File: src/c128c_pkg.sv
package c128c_pkg;

	// One input transaction: a pair of ASCII digits
	typedef struct packed {
		logic [7:0] first_char;
		logic [7:0] second_char;
		logic       last_pair;
	} pair_t;

	// One output transaction: a symbol with its element widths
	typedef struct packed {
		logic [6:0] symbol_value;
		logic [2:0] bar_one;
		logic [2:0] space_one;
		logic [2:0] bar_two;
		logic [2:0] space_two;
		logic [2:0] bar_three;
		logic [2:0] space_three;
		logic [1:0] bar_four;
		logic       guard_symbol;
		logic       bad_digit;
		logic       end_of_run;
	} sym_t;

	// Classified pair, passed from front end to back end
	typedef struct packed {
		logic       bad;    // pair held a non-digit
		logic       start;  // first pair of a message: start C goes first
		logic       last;   // last pair: check and stop follow
		logic [6:0] code;   // data symbol value 0..99
		logic [6:0] rem;    // code * weight mod 103
	} cmd_t;

	localparam logic [6:0] SymStartC  = 7'd105;
	localparam logic [6:0] SymStop    = 7'd106;
	localparam logic [6:0] CheckMod   = 7'd103;
	localparam logic [6:0] StartCheck = 7'd2;    // 105 mod 103
	localparam logic [6:0] WeightWrap = 7'd102;

	// floor(x / 103) == (x * 10181) >> 20 for every x below 10200
	localparam logic [13:0] RecipMul   = 14'd10181;
	localparam int          RecipShift = 20;

	localparam logic [23:0] StopPattern = 24'h233111;

	// Element widths, one nibble each, first bar in the top nibble
	localparam logic [23:0] WidthTab [0:105] = '{
		24'h212222, 24'h222122, 24'h222221, 24'h121223, 24'h121322,
		24'h131222, 24'h122213, 24'h122312, 24'h132212, 24'h221213,
		24'h221312, 24'h231212, 24'h112232, 24'h122132, 24'h122231,
		24'h113222, 24'h123122, 24'h123221, 24'h223211, 24'h221132,
		24'h221231, 24'h213212, 24'h223112, 24'h312131, 24'h311222,
		24'h321122, 24'h321221, 24'h312212, 24'h322112, 24'h322211,
		24'h212123, 24'h212321, 24'h232121, 24'h111323, 24'h131123,
		24'h131321, 24'h112313, 24'h132113, 24'h132311, 24'h211313,
		24'h231113, 24'h231311, 24'h112133, 24'h112331, 24'h132131,
		24'h113123, 24'h113321, 24'h133121, 24'h313121, 24'h211331,
		24'h231131, 24'h213113, 24'h213311, 24'h213131, 24'h311123,
		24'h311321, 24'h331121, 24'h312113, 24'h312311, 24'h332111,
		24'h314111, 24'h221411, 24'h431111, 24'h111224, 24'h111422,
		24'h121124, 24'h121421, 24'h141122, 24'h141221, 24'h112214,
		24'h112412, 24'h122114, 24'h122411, 24'h142112, 24'h142211,
		24'h241211, 24'h221114, 24'h413111, 24'h241112, 24'h134111,
		24'h111242, 24'h121142, 24'h121241, 24'h114212, 24'h124112,
		24'h124211, 24'h411212, 24'h421112, 24'h421211, 24'h212141,
		24'h214121, 24'h412121, 24'h111143, 24'h111341, 24'h131141,
		24'h114113, 24'h114311, 24'h411113, 24'h411311, 24'h113141,
		24'h114131, 24'h311141, 24'h411131, 24'h211412, 24'h211214,
		24'h211232
	};

	function automatic logic [23:0] pattern_of(input logic [6:0] value);
		if (value >= SymStop) begin
			return StopPattern;
		end
		return WidthTab[value];
	endfunction

endpackage

File: src/c128c_front.sv
module c128c_front
	import c128c_pkg::*;
(
	input  logic  clk,
	input  logic  arst_n,
	input  logic  push,
	output logic  full,
	input  pair_t pair,
	output logic  cmd_push,
	input  logic  cmd_full,
	output cmd_t  cmd
);

	logic       in_msg_q;
	logic [6:0] weight_q;

	logic       v_s1, v_s2, v_s3, v_s4;
	cmd_t       cmd_s1, cmd_s2, cmd_s3, cmd_s4;
	logic [6:0] w_s1;
	logic [13:0] prod_s2;
	logic [6:0] prod_lo_s3;
	logic [6:0] quo_s3;

	logic       advance;
	logic       accept;
	logic       bad_d;
	logic [3:0] tens_d, units_d;
	logic [6:0] code_d;
	logic [6:0] w_d;
	logic [27:0] scaled;

	// Whole pipeline moves together; it holds only when stage 4 cannot enter the queue
	assign advance  = !v_s4 || !cmd_full;
	assign full     = !advance;
	assign accept   = push && advance;
	assign cmd_push = v_s4 && !cmd_full;
	assign cmd      = cmd_s4;

	// Classify the pair and form its data value
	always_comb begin
		bad_d = !(pair.first_char inside {[8'h30:8'h39]}) ||
			!(pair.second_char inside {[8'h30:8'h39]});
		tens_d  = pair.first_char[3:0];
		units_d = pair.second_char[3:0];
		code_d  = {tens_d, 3'b000} + {2'b00, tens_d, 1'b0} + {3'b000, units_d};
		w_d     = in_msg_q ? weight_q : 7'd1;
	end

	// Message state and pipeline valid bits
	always_ff @(posedge clk or negedge arst_n) begin
		if (!arst_n) begin
			in_msg_q <= 1'b0;
			weight_q <= 7'd1;
			v_s1     <= 1'b0;
			v_s2     <= 1'b0;
			v_s3     <= 1'b0;
			v_s4     <= 1'b0;
		end else begin
			if (accept) begin
				if (bad_d) begin
					in_msg_q <= 1'b0;
					weight_q <= 7'd1;
				end else begin
					in_msg_q <= !pair.last_pair;
					weight_q <= (w_d == WeightWrap) ? 7'd0 : w_d + 7'd1;
				end
			end
			if (advance) begin
				v_s1 <= accept;
				v_s2 <= v_s1;
				v_s3 <= v_s2;
				v_s4 <= v_s3;
			end
		end
	end

	// Weighted term mod 103: multiply, divide by reciprocal, take remainder
	assign scaled = 28'(prod_s2) * 28'(RecipMul);

	always_ff @(posedge clk) begin
		if (advance) begin
			cmd_s1.bad   <= bad_d;
			cmd_s1.start <= !in_msg_q;
			cmd_s1.last  <= pair.last_pair;
			cmd_s1.code  <= code_d;
			cmd_s1.rem   <= 7'd0;
			w_s1         <= w_d;

			cmd_s2  <= cmd_s1;
			prod_s2 <= 14'(cmd_s1.code) * 14'(w_s1);

			cmd_s3     <= cmd_s2;
			prod_lo_s3 <= prod_s2[6:0];
			quo_s3     <= scaled[RecipShift +: 7];

			cmd_s4 <= '{
				bad:   cmd_s3.bad,
				start: cmd_s3.start,
				last:  cmd_s3.last,
				code:  cmd_s3.code,
				rem:   prod_lo_s3 - 7'(14'(quo_s3) * 14'(CheckMod))
			};
		end
	end

	a_stall_hold: assert property (@(posedge clk) disable iff (!arst_n)
		v_s4 && !advance |=> v_s4 && $stable(cmd_s4))
		else $error("front stage 4 lost its transaction while stalled");

endmodule

File: src/c128c_fifo.sv
module c128c_fifo
	import c128c_pkg::*;
#(
	parameter int Depth = 4
) (
	input  logic clk,
	input  logic arst_n,
	input  logic push,
	input  cmd_t wr_data,
	output logic full,
	input  logic pop,
	output cmd_t rd_data,
	output logic empty
);

	localparam int AW = (Depth > 1) ? $clog2(Depth) : 1;
	localparam int CW = $clog2(Depth + 1);

	cmd_t          mem [Depth];
	logic [AW-1:0] wr_ptr_q, rd_ptr_q;
	logic [CW-1:0] cnt_q;

	assign full    = (cnt_q == CW'(Depth));
	assign empty   = (cnt_q == '0);
	assign rd_data = mem[rd_ptr_q];

	// Pointers and fill count
	always_ff @(posedge clk or negedge arst_n) begin
		if (!arst_n) begin
			wr_ptr_q <= '0;
			rd_ptr_q <= '0;
			cnt_q    <= '0;
		end else begin
			if (push) begin
				wr_ptr_q <= (wr_ptr_q == AW'(Depth - 1)) ? '0 : wr_ptr_q + AW'(1);
			end
			if (pop) begin
				rd_ptr_q <= (rd_ptr_q == AW'(Depth - 1)) ? '0 : rd_ptr_q + AW'(1);
			end
			if (push && !pop) begin
				cnt_q <= cnt_q + CW'(1);
			end else if (pop && !push) begin
				cnt_q <= cnt_q - CW'(1);
			end
		end
	end

	// Storage
	always_ff @(posedge clk) begin
		if (push) begin
			mem[wr_ptr_q] <= wr_data;
		end
	end

	a_no_overrun: assert property (@(posedge clk) disable iff (!arst_n)
		(push |-> !full || pop) and (pop |-> !empty))
		else $error("command queue overrun or underrun");

endmodule

File: src/c128c_back.sv
module c128c_back
	import c128c_pkg::*;
(
	input  logic clk,
	input  logic arst_n,
	input  cmd_t cmd,
	input  logic cmd_empty,
	output logic cmd_pop,
	output sym_t symbol,
	output logic empty,
	input  logic pop
);

	typedef enum logic [1:0] {PH_START, PH_DATA, PH_CHECK, PH_STOP} phase_t;

	phase_t     phase_q;
	logic       mid_q;     // head command has already emitted a symbol
	logic [6:0] cs_q;      // running checksum mod 103
	logic       out_v_q;
	sym_t       out_q;

	phase_t     cur_phase, next_phase;
	logic       can_load, emit, done;
	logic [6:0] value;
	logic       is_end;
	logic [7:0] sum;
	logic [6:0] cs_next;
	logic [23:0] pat;
	sym_t       res;

	assign can_load = !out_v_q || pop;
	assign emit     = !cmd_empty && can_load;
	assign cmd_pop  = emit && done;
	assign symbol   = out_q;
	assign empty    = !out_v_q;

	// Pick the symbol that the head command produces next
	always_comb begin
		cur_phase  = mid_q ? phase_q : (cmd.start ? PH_START : PH_DATA);
		next_phase = PH_DATA;
		value      = cmd.code;
		done       = 1'b0;
		is_end     = 1'b0;
		case (cur_phase)
			PH_START: begin
				value      = SymStartC;
				next_phase = PH_DATA;
			end
			PH_DATA: begin
				value      = cmd.code;
				next_phase = PH_CHECK;
				done       = !cmd.last;
				is_end     = !cmd.last;
			end
			PH_CHECK: begin
				value      = cs_q;
				next_phase = PH_STOP;
			end
			PH_STOP: begin
				value  = SymStop;
				done   = 1'b1;
				is_end = 1'b1;
			end
			default: begin
				value = cmd.code;
			end
		endcase
		if (cmd.bad) begin
			done   = 1'b1;
			is_end = 1'b1;
		end
	end

	// Checksum accumulate: start C seeds it, each data symbol adds its term
	always_comb begin
		sum     = {1'b0, cmd.start ? StartCheck : cs_q} + {1'b0, cmd.rem};
		cs_next = (sum >= {1'b0, CheckMod}) ? 7'(sum - {1'b0, CheckMod}) : sum[6:0];
	end

	// Result fields from the width table
	always_comb begin
		pat                = pattern_of(value);
		res.symbol_value   = value;
		res.bar_one        = pat[22:20];
		res.space_one      = pat[18:16];
		res.bar_two        = pat[14:12];
		res.space_two      = pat[10:8];
		res.bar_three      = pat[6:4];
		res.space_three    = pat[2:0];
		res.bar_four       = (value == SymStop) ? 2'd2 : 2'd0;
		res.guard_symbol   = (value == SymStartC) || (value == SymStop);
		res.bad_digit      = 1'b0;
		res.end_of_run     = is_end;
		if (cmd.bad) begin
			res            = '0;
			res.bad_digit  = 1'b1;
			res.end_of_run = 1'b1;
		end
	end

	// Sequencer state, checksum and output register
	always_ff @(posedge clk or negedge arst_n) begin
		if (!arst_n) begin
			phase_q <= PH_START;
			mid_q   <= 1'b0;
			cs_q    <= 7'd0;
			out_v_q <= 1'b0;
			out_q   <= '0;
		end else begin
			if (emit) begin
				out_v_q <= 1'b1;
				out_q   <= res;
				mid_q   <= !done;
				phase_q <= next_phase;
				if (!cmd.bad && cur_phase == PH_DATA) begin
					cs_q <= cs_next;
				end
			end else if (pop) begin
				out_v_q <= 1'b0;
			end
		end
	end

	a_cs_range: assert property (@(posedge clk) disable iff (!arst_n)
		cs_q < CheckMod)
		else $error("checksum out of range");

	a_err_ends: assert property (@(posedge clk) disable iff (!arst_n)
		out_v_q && out_q.bad_digit |-> out_q.end_of_run && out_q.symbol_value == 7'd0)
		else $error("error transaction not closing its run");

endmodule

File: src/code128c_symbol_encoder.sv
// Channel  | Handshake        | Payload          | Moves
// ---------+------------------+------------------+----------------------------------
// input    | push / full      | pair   (pair_t)  | one ASCII digit pair per transaction
// output   | empty / pop      | symbol (sym_t)   | one Code 128 symbol per transaction
//
// Flow: one pair accepted per cycle while full is low; a message of N pairs gives
//   N+3 results (start, check, stop), an error a single result.
// Path: the first result of a pair reaches the ports through four front stages for
//   the mod-103 term, the command queue and the output register.
// Reset: arst_n clears all control state; the next pair opens a new message.
// Stalls: full rises only when the last front stage cannot enter a full command
//   queue; a popped output register is reloaded in that cycle if a command waits.
module code128c_symbol_encoder
	import c128c_pkg::*;
#(
	parameter int QueueDepth = 4
) (
	input  logic  clk,
	input  logic  arst_n,
	input  logic  push,
	output logic  full,
	input  pair_t pair,
	output logic  empty,
	input  logic  pop,
	output sym_t  symbol
);

	logic cmd_push, cmd_full, cmd_pop, cmd_empty;
	cmd_t cmd_in, cmd_out;

	c128c_front u_front (
		.clk      (clk),
		.arst_n   (arst_n),
		.push     (push),
		.full     (full),
		.pair     (pair),
		.cmd_push (cmd_push),
		.cmd_full (cmd_full),
		.cmd      (cmd_in)
	);

	c128c_fifo #(
		.Depth (QueueDepth)
	) u_queue (
		.clk     (clk),
		.arst_n  (arst_n),
		.push    (cmd_push),
		.wr_data (cmd_in),
		.full    (cmd_full),
		.pop     (cmd_pop),
		.rd_data (cmd_out),
		.empty   (cmd_empty)
	);

	c128c_back u_back (
		.clk       (clk),
		.arst_n    (arst_n),
		.cmd       (cmd_out),
		.cmd_empty (cmd_empty),
		.cmd_pop   (cmd_pop),
		.symbol    (symbol),
		.empty     (empty),
		.pop       (pop)
	);

endmodule
File: config.mk
export PLATFORM = sky130hd
export DESIGN_NAME = code128c_symbol_encoder
export DESIGN_NICKNAME = d
export VERILOG_FILES = /design/src/c128c_pkg.sv /design/src/c128c_front.sv /design/src/c128c_fifo.sv /design/src/c128c_back.sv /design/src/code128c_symbol_encoder.sv
export SDC_FILE = /design/constraint.sdc
export NUM_CORES = 1
export LEC_CHECK = 0
export BUFFER_PORTS_ARGS = -buffer_cell sky130_fd_sc_hd__buf_2
export CORE_UTILIZATION = 55
export DETAILED_ROUTE_END_ITERATION = 6
export GPL_TIMING_DRIVEN = 1
export PLACE_DENSITY = 0.72
export SLEW_MARGIN = 20
export SYNTH_ARGS = -nofsm -noshare
export SYNTH_HDL_FRONTEND = slang
export SYNTH_HIERARCHICAL = 1
export SYNTH_SLANG_ARGS = --single-unit
File: constraint.sdc
create_clock -name clk -period 7.2 [get_ports clk]
set_clock_uncertainty 0.05 [all_clocks]
set_input_delay 1.44 -clock clk [delete_from_list [all_inputs] [get_ports clk]]
set_output_delay 1.44 -clock clk [all_outputs]
set_load 0.02 [all_outputs]
==> flow_summary.json <==
{
  "status": "finished with violations",
  "violations": "DRC",
  "synth_top_flop_cell": "edfxtp_1",
  "seq_area_frac_synth_pct": 36.4,
  "tightest_slew_ns": 1.08,
  "area_delta_synth_final_pct": 7.43,
  "synth_cell_types": 103,
  "htree_levels": 1,
  "critPathKind": "flop to flop",
  "grt_pass1_wl_mm": 63.9,
  "fmax_ghz": 0.180,
  "cts_buffers": 24,
  "ys_seq_elements": 209,
  "num_rows": 62,
  "cap_violations": 0,
  "nFillCells": 2367,
  "grt.total_usage_pct": 26.2,
  "fin_crit_sh_pct": 77.3,
  "cts_buffer_depth": 3,
  "ctsHoldBuffers": 0,
  "gp_congestion": 0.993,
  "postCtsResizedCells": 0,
  "antenna_cells": 0,
  "syn_inst": 1504,
  "fp.dieW_um": 175,
  "synth_area_sq_mm": 0.0164,
  "io_buffer_count": 51,
  "cp.required_ns": 7.42,
  "vias_per_cell": 6.25,
  "vias": 12000,
  "first_iter_violations": 1365,
  "dr.pass1.iters": 7,
  "fin_nets": 1822,
  "grt_max_degree": 86,
  "antenna_found_initial": 0,
  "cts_tree": "done",
  "setup_viol": 0,
  "synth_nets": 1799,
  "final_antenna_net_count": 0,
  "worst_setup_path_start_kind": "flop",
  "finalHoldViolCount": 0,
  "crit_path_max_fanout": 9,
  "cts_root_buffer": "clkbuf_16",
  "dp_hpwl_mm": 28.1,
  "layout_common_cells": "ha_1 (180), inv_1 (178), edfxtp_1 (150)",
  "cp-end-kind": "flop",
  "coreArea_sq_mm": 0.0291,
  "tns_ns": 0,
  "yosys-top-cells-area": "edfxtp_1 (27%), ha_1 (14%), fa_1 (11%)",
  "crit_slowest_cell": "edfxtp_1",
  "rsz0062_at_grt": "no",
  "avgSynthCellArea_sq_um": 10.9,
  "drc": 9,
  "clkLatencyLatePin_ns": 0.53,
  "die_y_um": 175,
  "placed_cell_area_sq_mm": 0.0169,
  "totalWireLength_mm": 39.2,
  "period_minus_slack_ns": 5.56,
  "max_slew_margin_pct": 28.0,
  "ys.warnings.count": 6,
  "cp_common_cell": "fa_1",
  "start_util_pct": 56.5,
  "fin_area_sq_mm": 0.0177,
  "synth_edf_count": 150,
  "cts_sinks": 209,
  "dieArea_sq_mm": 0.0306,
  "final_common_cell": "ha_1",
  "yosys.area.top_type": "edfxtp_1",
  "worst_path_largest_cell_delay_ns": 0.59,
  "drive_above_1_share_pct": 10.7,
  "postCtsSetupRepairBufs": 0,
  "min_path_type": "flop to flop",
  "path_clk_slew_ns": 0.06,
  "grt_overflow": 0,
  "path_cells": "fa_1, fa_1, inv_1, fa_1, inv_1, fa_1, fa_1, ha_1, ha_1, a211oi_1, o21bai_1, nor4_2, a211oi_1, a21bo_2, o311a_1",
  "drt-wirelength-per-cell_um": 20.3,
  "async_flop_share_pct": 28.2,
  "cp.arrival_ns": 5.79,
  "first_global_vias": 12200,
  "io_pins": 53,
  "synth.top_cell.area_share_pct": 27.4,
  "slew_viol_final": 0
}
## per-stage QoR
| step | instances | utilization (%) | hold slack (ns) | worst slack [ns] |
|---|---|---|---|---|
| after CTS | 1929 | 60.7 | 0.368 | 1.64 |
| after global routing | 1929 | 60.7 | 0.370 | 1.39 |
| after floorplan | 1504 | - | 0.350 | 2.04 |
| final | 1929 | 60.7 | 0.364 | 1.64 |
| after detailed placement | 1885 | 58.1 | 0.355 | 1.66 |
| after global placement | 1885 | 58.1 | 0.350 | 1.81 |
## path summary, 6_finish.rpt
check,start,endpoint,slack (ns),depth (start not counted)
worst max-delay path,u_front/prod_s2[3]$_DFFE_PN_,u_front/quo_s3[6]$_DFFE_PN_,1.64,15
min in group asynchronous,arst_n,u_back/cs_q[5]$_DFFE_PN0P_,1.02,2
worst max register to register,u_front/prod_s2[3]$_DFFE_PN_,u_front/quo_s3[6]$_DFFE_PN_,1.64,15
worst min register to register,u_front/cmd_s2[15]$_DFFE_PN_,u_front/cmd_s3[15]$_DFFE_PN_,0.36,0
max in group asynchronous,arst_n,u_queue/wr_ptr_q[0]$_DFFE_PN0P_,5.54,2
worst min-delay path,u_front/cmd_s2[15]$_DFFE_PN_,u_front/cmd_s3[15]$_DFFE_PN_,0.36,0
## Yosys cell counts, types with 12 or more instances
library cell and number:
ha_1 180, inv_1 178, edfxtp_1 150, nand2_1 101
fa_1 94, o21ai_0 82, a21oi_1 69, dfrtp_1 58
nor2_1 55, and2_1 35, nand3_1 33, xnor2_1 31
clkbuf_1 27, buf_2 25, o211ai_1 25, a31oi_1 22
nor3_1 22, a21o_1 18, a211oi_1 16, nand4_1 13
nor2b_1 12
## layer usage
metal / wire length, um / vias to the layer above / global-route usage (%)
li1: - / 5528 / -
met1: 16000 / 5843 / 33.9
met2: 18600 / 510 / 43.4
met3: 2590 / 167 / 3.89
met4: 2020 / 0 / 12.5
met5: 0 / - / 0.641
## state kept, by name, indices dropped and copies added, names as in the netlist, 2 cells and up
name / cells
u_queue/cnt_q: 3
u_front/cmd_s2: 10
u_front/cmd: 17
u_queue/wr_ptr_q: 2
u_front/quo_s3: 7
u_back/symbol: 29
u_front/cmd_s1: 10
u_front/prod_lo_s3: 7
u_front/weight_q: 7
u_back/phase_q: 2
u_front/w_s1: 7
u_back/cs_q: 7
u_queue/rd_ptr_q: 2
u_front/prod_s2: 14
u_queue/mem: 68
u_front/cmd_s3: 10
## cells by family (layout without fill, tap and decap cells)
family / count (synthesis) / count (layout) / share of synthesized area (%)
buffers and inverters: 249 / 290 / 6.57
other: 1 / 1 / 0.0228
flip-flops: 209 / 209 / 36.4
XOR/XNOR: 41 / 41 / 2.18
adder cells (fa/ha/maj): 274 / 274 / 25.1
AO/OA/AOI/OAI: 374 / 374 / 16.0
AND/OR/NAND/NOR: 329 / 329 / 10.4
multiplexers: 27 / 27 / 3.20
## area by class of cell
class	instances	area [sq um]	share of cell area, %
multi-input cells	1046	9390	53.2
flip-flops and latches	209	5980	33.9
inverters	179	673	3.81
clock buffers	26	618	3.50
well taps	384	480	2.72
repair buffers	67	375	2.12
clock inverters	18	146	0.829
## worst max-delay path: cells and delay by family, from the launching register on
family          cells  cell delay, ns
flops               1            0.59
simple gates        1            0.27
buf+inv             2            0.11
fa+ha+maj           7            3.06
compound gates      5            1.24
Power is not shown: default switching activity piles up to over one toggle a cycle in this logic, so the estimate is an artifact.
